File: src/rtl/mcc_pkg.sv
// Shared types, character codes and Morse tables for the Morse codec.
`default_nettype none
package mcc_pkg;

   localparam logic [7:0] CH_DOT   = 8'h2E;
   localparam logic [7:0] CH_DASH  = 8'h2D;
   localparam logic [7:0] CH_SPACE = 8'h20;
   localparam logic [7:0] CH_TAB   = 8'h09;
   localparam logic [7:0] CH_LF    = 8'h0A;
   localparam logic [7:0] CH_VT    = 8'h0B;
   localparam logic [7:0] CH_FF    = 8'h0C;
   localparam logic [7:0] CH_CR    = 8'h0D;
   localparam logic [7:0] CH_UP_A  = 8'h41;
   localparam logic [7:0] CH_UP_Z  = 8'h5A;
   localparam logic [7:0] CH_LO_A  = 8'h61;
   localparam logic [7:0] CH_LO_Z  = 8'h7A;

   localparam int unsigned NUM_LETTERS = 26;
   localparam logic [2:0] MAX_SYMBOLS  = 3'd4;
   localparam logic [2:0] TOO_LONG     = 3'd5;

   localparam logic MODE_ENCODE = 1'b0;
   localparam logic MODE_DECODE = 1'b1;

   localparam logic REG_MODE = 1'b0;

   typedef struct packed {
      logic       decode;
      logic [4:0] idx;
   } job_type;

   typedef struct packed {
      logic       hit;
      logic [4:0] idx;
   } match_type;

   function automatic logic [2:0] code_len(input logic [4:0] idx);
      logic [2:0] len;
      case (idx)
         5'd0:  len = 3'd2;  5'd1:  len = 3'd4;  5'd2:  len = 3'd4;
         5'd3:  len = 3'd3;  5'd4:  len = 3'd1;  5'd5:  len = 3'd4;
         5'd6:  len = 3'd3;  5'd7:  len = 3'd4;  5'd8:  len = 3'd2;
         5'd9:  len = 3'd4;  5'd10: len = 3'd3;  5'd11: len = 3'd4;
         5'd12: len = 3'd2;  5'd13: len = 3'd2;  5'd14: len = 3'd3;
         5'd15: len = 3'd4;  5'd16: len = 3'd4;  5'd17: len = 3'd3;
         5'd18: len = 3'd3;  5'd19: len = 3'd1;  5'd20: len = 3'd3;
         5'd21: len = 3'd4;  5'd22: len = 3'd3;  5'd23: len = 3'd4;
         5'd24: len = 3'd4;  5'd25: len = 3'd4;
         default: len = 3'd0;
      endcase
      return len;
   endfunction

   // bit i is symbol i, 1 = dash
   function automatic logic [3:0] code_pat(input logic [4:0] idx);
      logic [3:0] pat;
      case (idx)
         5'd0:  pat = 4'd2;   5'd1:  pat = 4'd1;   5'd2:  pat = 4'd5;
         5'd3:  pat = 4'd1;   5'd4:  pat = 4'd0;   5'd5:  pat = 4'd4;
         5'd6:  pat = 4'd3;   5'd7:  pat = 4'd0;   5'd8:  pat = 4'd0;
         5'd9:  pat = 4'd14;  5'd10: pat = 4'd5;   5'd11: pat = 4'd2;
         5'd12: pat = 4'd3;   5'd13: pat = 4'd1;   5'd14: pat = 4'd7;
         5'd15: pat = 4'd6;   5'd16: pat = 4'd11;  5'd17: pat = 4'd2;
         5'd18: pat = 4'd0;   5'd19: pat = 4'd1;   5'd20: pat = 4'd4;
         5'd21: pat = 4'd8;   5'd22: pat = 4'd6;   5'd23: pat = 4'd9;
         5'd24: pat = 4'd13;  5'd25: pat = 4'd3;
         default: pat = 4'd0;
      endcase
      return pat;
   endfunction

   function automatic match_type find_letter(input logic [2:0] len, input logic [3:0] pat);
      match_type m;
      m = '0;
      for (int b = NUM_LETTERS - 1; b >= 0; b--) begin
         if (code_len(5'(b)) == len && code_pat(5'(b)) == pat) begin
            m.hit = 1'b1;
            m.idx = 5'(b);
         end
      end
      return m;
   endfunction

endpackage
`default_nettype wire

File: src/rtl/mcc_front.sv
// Front end: classifies each request and tracks the open decode token.
`default_nettype none
module mcc_front (
   input  wire logic            clock,
   input  wire logic            reset,
   input  wire logic            mode,
   input  wire logic            token_clear,
   input  wire logic            accept,
   input  wire logic [7:0]      in_char,
   input  wire logic            end_of_line,
   output logic                 job_wr,
   output mcc_pkg::job_type     job
);
   import mcc_pkg::*;

   logic [3:0] tok_bits_ff, tok_bits_in;
   logic [2:0] tok_len_ff,  tok_len_in;
   logic       tok_bad_ff,  tok_bad_in;

   logic       is_sep, is_sym, is_upper, is_lower, do_close;
   logic [3:0] add_bits;
   logic [2:0] add_len;
   logic       add_bad;
   logic [7:0] up_char;
   match_type  m;

   always_comb begin
      is_sep = in_char == CH_SPACE || in_char == CH_TAB || in_char == CH_LF ||
               in_char == CH_VT || in_char == CH_FF || in_char == CH_CR;
      is_sym = in_char == CH_DOT || in_char == CH_DASH;
      is_upper = in_char >= CH_UP_A && in_char <= CH_UP_Z;
      is_lower = in_char >= CH_LO_A && in_char <= CH_LO_Z;
      up_char  = is_lower ? (in_char - (CH_LO_A - CH_UP_A)) : in_char;

      add_bits = tok_bits_ff;
      add_len  = tok_len_ff;
      add_bad  = tok_bad_ff;
      if (!is_sep) begin
         if (is_sym) begin
            if (tok_len_ff < MAX_SYMBOLS) begin
               if (in_char == CH_DASH) begin
                  add_bits[tok_len_ff[1:0]] = 1'b1;
               end
               add_len = tok_len_ff + 3'd1;
            end else begin
               add_len = TOO_LONG;
            end
         end else begin
            add_bad = 1'b1;
         end
      end

      do_close = is_sep || end_of_line;
      m = find_letter(add_len, add_bits);

      job_wr     = 1'b0;
      job.decode = mode;
      job.idx    = '0;
      tok_bits_in = tok_bits_ff;
      tok_len_in  = tok_len_ff;
      tok_bad_in  = tok_bad_ff;

      if (accept) begin
         if (mode == MODE_ENCODE) begin
            job_wr  = is_upper || is_lower;
            job.idx = 5'(up_char - CH_UP_A);
            tok_bits_in = '0;
            tok_len_in  = '0;
            tok_bad_in  = 1'b0;
         end else if (do_close) begin
            job_wr  = !add_bad && add_len != 3'd0 && add_len <= MAX_SYMBOLS && m.hit;
            job.idx = m.idx;
            tok_bits_in = '0;
            tok_len_in  = '0;
            tok_bad_in  = 1'b0;
         end else begin
            tok_bits_in = add_bits;
            tok_len_in  = add_len;
            tok_bad_in  = add_bad;
         end
      end

      if (token_clear) begin
         tok_bits_in = '0;
         tok_len_in  = '0;
         tok_bad_in  = 1'b0;
      end
   end

   always_ff @(posedge clock) begin
      if (reset) begin
         tok_bits_ff <= '0;
         tok_len_ff  <= '0;
         tok_bad_ff  <= 1'b0;
      end else begin
         tok_bits_ff <= tok_bits_in;
         tok_len_ff  <= tok_len_in;
         tok_bad_ff  <= tok_bad_in;
      end
   end

endmodule
`default_nettype wire

File: src/rtl/mcc_queue.sv
// Short job queue between front end and back end.
`default_nettype none
module mcc_queue #(
   parameter int unsigned DEPTH = 4
) (
   input  wire logic            clock,
   input  wire logic            reset,
   input  wire logic            wr,
   input  wire mcc_pkg::job_type wdata,
   output logic                 full,
   input  wire logic            rd,
   output mcc_pkg::job_type     rdata,
   output logic                 empty
);
   import mcc_pkg::*;

   localparam int unsigned PW = (DEPTH > 1) ? $clog2(DEPTH) : 1;
   localparam int unsigned CW = $clog2(DEPTH + 1);
   localparam logic [PW-1:0] LAST_PTR = PW'(DEPTH - 1);

   job_type         slot_ff [DEPTH];
   logic [PW-1:0]   wr_ptr_ff, wr_ptr_in;
   logic [PW-1:0]   rd_ptr_ff, rd_ptr_in;
   logic [CW-1:0]   count_ff,  count_in;
   logic            do_wr, do_rd;

   always_comb begin
      full  = count_ff == CW'(DEPTH);
      empty = count_ff == '0;
      rdata = slot_ff[rd_ptr_ff];
      do_wr = wr && !full;
      do_rd = rd && !empty;
      wr_ptr_in = do_wr ? ((wr_ptr_ff == LAST_PTR) ? '0 : wr_ptr_ff + PW'(1)) : wr_ptr_ff;
      rd_ptr_in = do_rd ? ((rd_ptr_ff == LAST_PTR) ? '0 : rd_ptr_ff + PW'(1)) : rd_ptr_ff;
      count_in  = count_ff + CW'(do_wr) - CW'(do_rd);
   end

   always_ff @(posedge clock) begin
      if (do_wr) begin
         slot_ff[wr_ptr_ff] <= wdata;
      end
   end

   always_ff @(posedge clock) begin
      if (reset) begin
         wr_ptr_ff <= '0;
         rd_ptr_ff <= '0;
         count_ff  <= '0;
      end else begin
         wr_ptr_ff <= wr_ptr_in;
         rd_ptr_ff <= rd_ptr_in;
         count_ff  <= count_in;
      end
   end

endmodule
`default_nettype wire

File: src/rtl/mcc_back.sv
// Back end: expands queued jobs into output characters, one per cycle unless the output is stalled.
`default_nettype none
module mcc_back (
   input  wire logic            clock,
   input  wire logic            reset,
   input  wire logic            q_empty,
   input  wire mcc_pkg::job_type q_data,
   output logic                 q_rd,
   output logic                 out_valid,
   output logic [7:0]           out_char,
   output logic                 out_last,
   input  wire logic            out_pop
);
   import mcc_pkg::*;

   job_type    job_ff,  job_in;
   logic       busy_ff, busy_in;
   logic [2:0] step_ff, step_in;
   logic       out_valid_ff, out_valid_in;
   logic [7:0] out_char_ff,  out_char_in;
   logic       out_last_ff,  out_last_in;

   logic       can_adv, final_step;
   logic [2:0] len;
   logic [3:0] pat;
   logic [7:0] sym_char;

   always_comb begin
      len = code_len(job_ff.idx);
      pat = code_pat(job_ff.idx);
      can_adv = !out_valid_ff || out_pop;
      if (job_ff.decode) begin
         final_step = step_ff == 3'd1;
         sym_char   = (step_ff == 3'd0) ? (CH_UP_A + {3'b000, job_ff.idx}) : CH_SPACE;
      end else begin
         final_step = step_ff == len;
         if (step_ff < len) begin
            sym_char = pat[step_ff[1:0]] ? CH_DASH : CH_DOT;
         end else begin
            sym_char = CH_SPACE;
         end
      end
      q_rd = !q_empty && (!busy_ff || (can_adv && final_step));

      job_in       = job_ff;
      busy_in      = busy_ff;
      step_in      = step_ff;
      out_valid_in = out_valid_ff;
      out_char_in  = out_char_ff;
      out_last_in  = out_last_ff;

      if (can_adv) begin
         out_valid_in = busy_ff;
         if (busy_ff) begin
            out_char_in = sym_char;
            out_last_in = final_step;
            if (final_step) begin
               busy_in = 1'b0;
               step_in = '0;
            end else begin
               step_in = step_ff + 3'd1;
            end
         end
      end
      if (q_rd) begin
         busy_in = 1'b1;
         job_in  = q_data;
         step_in = '0;
      end
   end

   always_ff @(posedge clock) begin
      if (reset) begin
         busy_ff      <= 1'b0;
         step_ff      <= '0;
         out_valid_ff <= 1'b0;
      end else begin
         busy_ff      <= busy_in;
         step_ff      <= step_in;
         out_valid_ff <= out_valid_in;
      end
   end

   always_ff @(posedge clock) begin
      job_ff      <= job_in;
      out_char_ff <= out_char_in;
      out_last_ff <= out_last_in;
   end

   assign out_valid = out_valid_ff;
   assign out_char  = out_char_ff;
   assign out_last  = out_last_ff;

   a_idle_step: assert property (@(posedge clock) disable iff (reset)
      !busy_ff |-> step_ff == 3'd0)
      else $error("step counter not zero while idle");

   a_decode_step: assert property (@(posedge clock) disable iff (reset)
      busy_ff && job_ff.decode |-> step_ff <= 3'd1)
      else $error("decode job ran past its space");

   a_encode_step: assert property (@(posedge clock) disable iff (reset)
      busy_ff && !job_ff.decode |-> step_ff <= code_len(job_ff.idx))
      else $error("encode job ran past its space");

   a_take_on_finish: assert property (@(posedge clock) disable iff (reset)
      q_rd && busy_ff |-> can_adv && final_step)
      else $error("job loaded over an unfinished one");

endmodule
`default_nettype wire

File: src/rtl/morse_code_codec_core.sv
// Top level of the Morse codec: job queue, result register and mode register.
//
// Requests enter on push/full: one ASCII byte (req_in_char) and a line-end
// flag (req_end_of_line), taken at an edge with push high and full low.
// Results leave on empty/pop: rsp_out_char is '.', '-', ' ' or a capital
// letter, rsp_last marks the final result of a request. A result is taken
// at an edge with pop high and empty low.
// Mode (register 0, byte address 0): 0 encodes letters to Morse, 1 decodes
// Morse tokens to letters. Writing it clears any open token.
// A taken request's job is written to the job queue, then loaded into the
// back end, whose output register holds the first result. Results stream
// one per cycle while pop keeps up, so an encoded letter gives 2 to 5
// results and a decoded letter 2; the single-character output register sets
// that rate. Requests flow back to back while full is low into a job queue
// of QUEUE_DEPTH entries; full rises when that queue fills.
// Reset clears the job queue, the result register and the open token and sets encode mode.
// A stalled receiver holds the current result; requests keep being taken
// until the job queue fills.
`default_nettype none
module morse_code_codec_core #(
   parameter int unsigned QUEUE_DEPTH = 4
) (
   input  wire logic        clock,
   input  wire logic        reset,
   input  wire logic        push,
   output logic             full,
   input  wire logic [7:0]  req_in_char,
   input  wire logic        req_end_of_line,
   output logic             empty,
   input  wire logic        pop,
   output logic [7:0]       rsp_out_char,
   output logic             rsp_last,
   input  wire logic        psel,
   input  wire logic        penable,
   input  wire logic        pwrite,
   input  wire logic [2:0]  paddr,
   input  wire logic [31:0] pwdata,
   output logic [31:0]      prdata,
   output logic             pready
);
   import mcc_pkg::*;

   logic    mode_ff, mode_in;
   logic    cfg_wr, accept, job_wr, q_empty, q_rd, out_valid;
   job_type job, q_data;

   assign pready = 1'b1;
   assign cfg_wr = psel && penable && pwrite && paddr[2] == REG_MODE;
   assign mode_in = cfg_wr ? pwdata[0] : mode_ff;
   assign prdata = (paddr[2] == REG_MODE) ? {31'd0, mode_ff} : 32'd0;

   always_ff @(posedge clock) begin
      if (reset) begin
         mode_ff <= MODE_ENCODE;
      end else begin
         mode_ff <= mode_in;
      end
   end

   assign accept = push && !full;

   mcc_front u_front (
      .clock       (clock),
      .reset       (reset),
      .mode        (mode_ff),
      .token_clear (cfg_wr),
      .accept      (accept),
      .in_char     (req_in_char),
      .end_of_line (req_end_of_line),
      .job_wr      (job_wr),
      .job         (job)
   );

   mcc_queue #(.DEPTH(QUEUE_DEPTH)) u_queue (
      .clock (clock),
      .reset (reset),
      .wr    (job_wr),
      .wdata (job),
      .full  (full),
      .rd    (q_rd),
      .rdata (q_data),
      .empty (q_empty)
   );

   mcc_back u_back (
      .clock     (clock),
      .reset     (reset),
      .q_empty   (q_empty),
      .q_data    (q_data),
      .q_rd      (q_rd),
      .out_valid (out_valid),
      .out_char  (rsp_out_char),
      .out_last  (rsp_last),
      .out_pop   (pop)
   );

   assign empty = !out_valid;

endmodule
`default_nettype wire
File: config.mk
export PLATFORM = sky130hd
export DESIGN_NAME = morse_code_codec_core
export DESIGN_NICKNAME = d
export VERILOG_FILES = /design/src/rtl/mcc_pkg.sv /design/src/rtl/mcc_front.sv /design/src/rtl/mcc_queue.sv /design/src/rtl/mcc_back.sv /design/src/rtl/morse_code_codec_core.sv
export SDC_FILE = /design/constraint.sdc
export NUM_CORES = 1
export LEC_CHECK = 0
export BUFFER_PORTS_ARGS = -buffer_cell sky130_fd_sc_hd__buf_2
export CELL_PAD_IN_SITES_DETAIL_PLACEMENT = 0
export CELL_PAD_IN_SITES_GLOBAL_PLACEMENT = 1
export CORE_MARGIN = 4
export CORE_UTILIZATION = 40
export DETAILED_ROUTE_END_ITERATION = 8
export PLACE_DENSITY = 0.8
export SLEW_MARGIN = 20
export SYNTH_ARGS = -nofsm -noshare
export SYNTH_HDL_FRONTEND = slang
export SYNTH_SLANG_ARGS = --single-unit
File: constraint.sdc
create_clock -name clock -period 12.8 [get_ports clock]
set_input_delay 0.64 -clock clock [delete_from_list [all_inputs] [get_ports clock]]
set_output_delay 0.64 -clock clock [all_outputs]
set_load 0.05 [all_outputs]
==> impl_metrics.ini <==
[worst_setup_path]
cp_cell_sequence = inv_1 -> ha_1 -> and3b_1 -> and4_1 -> o21ai_0 -> a211oi_1 -> or4b_2 -> o41a_4 -> ha_1 -> inv_1 -> fa_1 -> xor2_1 -> xnor2_1 -> nor2_1
r2r-start = u_front.tok_len_ff[0]
cp-start-kind = flip-flop
critical_path_class = flip-flop to flip-flop
worst-r2r-setup-slack_ns = 8.44
crit_end = u_queue.count_ff[2]
cp.required_ns = 13.02
reg2reg_to = u_queue.count_ff[2]
r2r_cells = 14
crit_start = u_front.tok_len_ff[0]
worst_setup_path_end_kind = flip-flop
arrival_ns = 4.58
cpPeakStageDelay_ns = 0.76
slowest_stage = or4b_2
path_max_fanout = 17

[cts]
post_cts_buffers = 0
cts_buffers = 9
htreeDepth = 3
clock_latency_ns = 0.33
clk_pin_slew_ns = 0.07
holdBufCountCts = 0
cts_tree = yes
cts.sink_count = 59
cts_buffer_depth = 2
cts_repair_resize_count = 0
clockRootBuffer = clkbuf_8

[route]
drt-total-wl_um = 9340
vias = 3407
drc_errors = 0
avgViaCountPerCell = 5.57
first_pass_iters = 8
ant_nets = 0
drt_iter0_markers = 252
wl_per_cell_um = 15.3

[floorplan]
ios = 95
dieHeight_um = 112
dieArea_um2 = 12500
start_util_pct = 41.4
core_um2 = 10400
die_x_um = 112
rows = 37

[cells_and_area]
design.final.nets = 550
seq_area_um2 = 1560
final_common_cell = nor2_1
area_delta_synth_final_pct = 8.25
fill_cells = 982
final_cell_mix = 43 x nor2_1, 38 x edfxtp_1, 33 x conb_1
diodes = 0
multi_input_comb_area_um2 = 2420
fin_util_pct = 44.8
stdcell_count = 612
drive_above_1_share_pct = 14.5

[power]
vdd_drop_max_uv = 118
leakage_nw = 1.82
power_density_nw_per_um2 = 191
fin_total_pwr_mw = 0.888

[synth]
ys_seq_elements = 59
synth.avg_cell_area_um2 = 9.50
yosysUniqueCellTypes = 70
synth-edff-count = 38
yosysTopAreaCell = edfxtp_1
synth.area.top_cells = edfxtp_1 27%, dfxtp_1 9.8%, ha_1 7.9%
syn-cell-area_um2 = 4290
async_flop_share_pct = 0
synthFlopType = edfxtp_1
yosys_warnings = 0
postSynthCellCount = 452
seq_area_frac_synth_pct = 36.4
synth_top_area_share_pct = 26.6

[timing]
fmaxAchievable_mhz = 229
hold_violations = 0
worst_slew_pin_slew_ns = 0.885
final.setup.tns_ns = 0
setup_viol = 0
min_period_over_period_pct = 34.1
finalMaxSlewViolations = 0
rsz0062_at_grt = false
post-route-min-period_ns = 4.36
skew_ns = 0.00918
maxSlewHeadroom_pct = 40.7

[grt]
grt_use_total_pct = 14.9
grt_start_max_net_pins = 18
antenna_found_initial = 0
grt_pass1_wl_um = 15600
grt-ovfl-total = 0
grt_pass1_vias = 3228

[run_status]
status = completed

[placed_design]
placedCellCount = 596
portBuffers = 28
hpwlAfterDp_um = 7180
place.gp.congestion = 0.930

[worst_hold_path]
hold_class = flip-flop to flip-flop

[flow_run]
max_cap_violations = 0
-- cells in the mapped netlist (all sizes together), types with 3 or more instances --
library cell,instances
nand2b,8
o22a,3
a31oi,7
o221ai,4
xnor2,6
nor3b,3
xor2,6
o31ai,3
o22ai,5
mux2i,6
mux4,9
nor2,43
nand4,3
a31o,5
a21oi,22
or3,3
o21ai,21
dfxtp,21
and2,6
edfxtp,38
nand3,11
ha,27
nand2,24
buf,43
o311ai,4
a211oi,4
clkbuf,11
o211ai,4
nor2b,7
nor3,23
a22oi,9
inv,23
a2bb2oi,3
-- worst max-delay path: cells and delay by family (launching register included) --
kind | cells | cell delay (ns)
DFF | 1 | 0.69
adders and majority gates | 3 | 0.83
xor gates and xnor gates | 2 | 0.32
AOI/OAI and AO/OA | 3 | 0.89
buffers and inverters | 2 | 0.26
and+or+nand+nor | 4 | 1.25
-- cell families after synthesis --
family | Yosys count | synth area share (%)
buffers and inverters | 77 | 9.99
AND/OR/NAND/NOR | 143 | 17.0
XOR/XNOR | 12 | 2.45
adder cells (fa/ha/maj) | 28 | 8.33
other | 2 | 0.175
multiplexers | 16 | 6.47
flip-flops | 59 | 36.4
AO/OA/AOI/OAI | 115 | 19.2
-- power by group --
group / internal [mW] / switching [mW]
combinational: 0.141 / 0.231
sequential: 0.255 / 0.0518
clock: 0.131 / 0.0778
-- worst min path at each step --
stage / from / end / slack (ns) / depth (start not counted)
2_1_floorplan: u_back.busy_ff / u_back.out_valid / 0.45 / 2
3_3_place_gp: u_back.busy_ff / u_back.out_valid / 0.47 / 2
3_5_place_dp: u_back.busy_ff / u_back.busy_ff / 0.48 / 2
4_1_cts: u_back.busy_ff / u_back.out_valid / 0.48 / 2
5_1_grt: u_back.busy_ff / u_back.busy_ff / 0.53 / 2
6_report: u_back.busy_ff / u_back.out_valid / 0.48 / 2
-- final cells by class --
class                   instances  share of cell area [%]
clock buffers                   9                    2.66
repair buffers                 31                    3.50
well taps                     136                    3.66
multi-input cells             347                    52.1
clock inverters                 7                    2.66
inverters                      23                    1.86
flip-flops and latches         59                    33.6
-- per-stage QoR --
stage          worst slack [ns]  area [um^2]  hold slack, ns
6_report                   8.44         4650           0.480
4_1_cts                    8.47         4650           0.484
3_5_place_dp               8.20         4400           0.475
2_1_floorplan              8.44         4410           0.453
5_1_grt                    8.18         4650           0.534
3_3_place_gp               8.23         4400           0.472
-- routing by layer --
| metal | track usage [%] | wire length, um | up-vias |
|---|---|---|---|
| met5 | 0 | 0 | - |
| met4 | 5.43 | 245 | 0 |
| met3 | 2.72 | 455 | 23 |
| met2 | 27.6 | 4890 | 112 |
| met1 | 17.2 | 3750 | 1612 |
| li1 | - | - | 1660 |
-- flip-flops by register name, indices dropped and copies added (netlist names) --
signal               count
u_back.out_valid         1
mode_ff                  1
u_queue.count_ff         3
u_back.busy_ff           1
u_queue.rd_ptr_ff        2
u_front.tok_bad_ff       1
u_back.step_ff           3
u_back.out_char          7
u_front.tok_len_ff       3
u_back.out_last          1
u_back.job_ff            6
u_queue.wr_ptr_ff        2
u_front.tok_bits_ff      4
u_queue.slot_ff         24
Power figures use the tool's default switching activity.
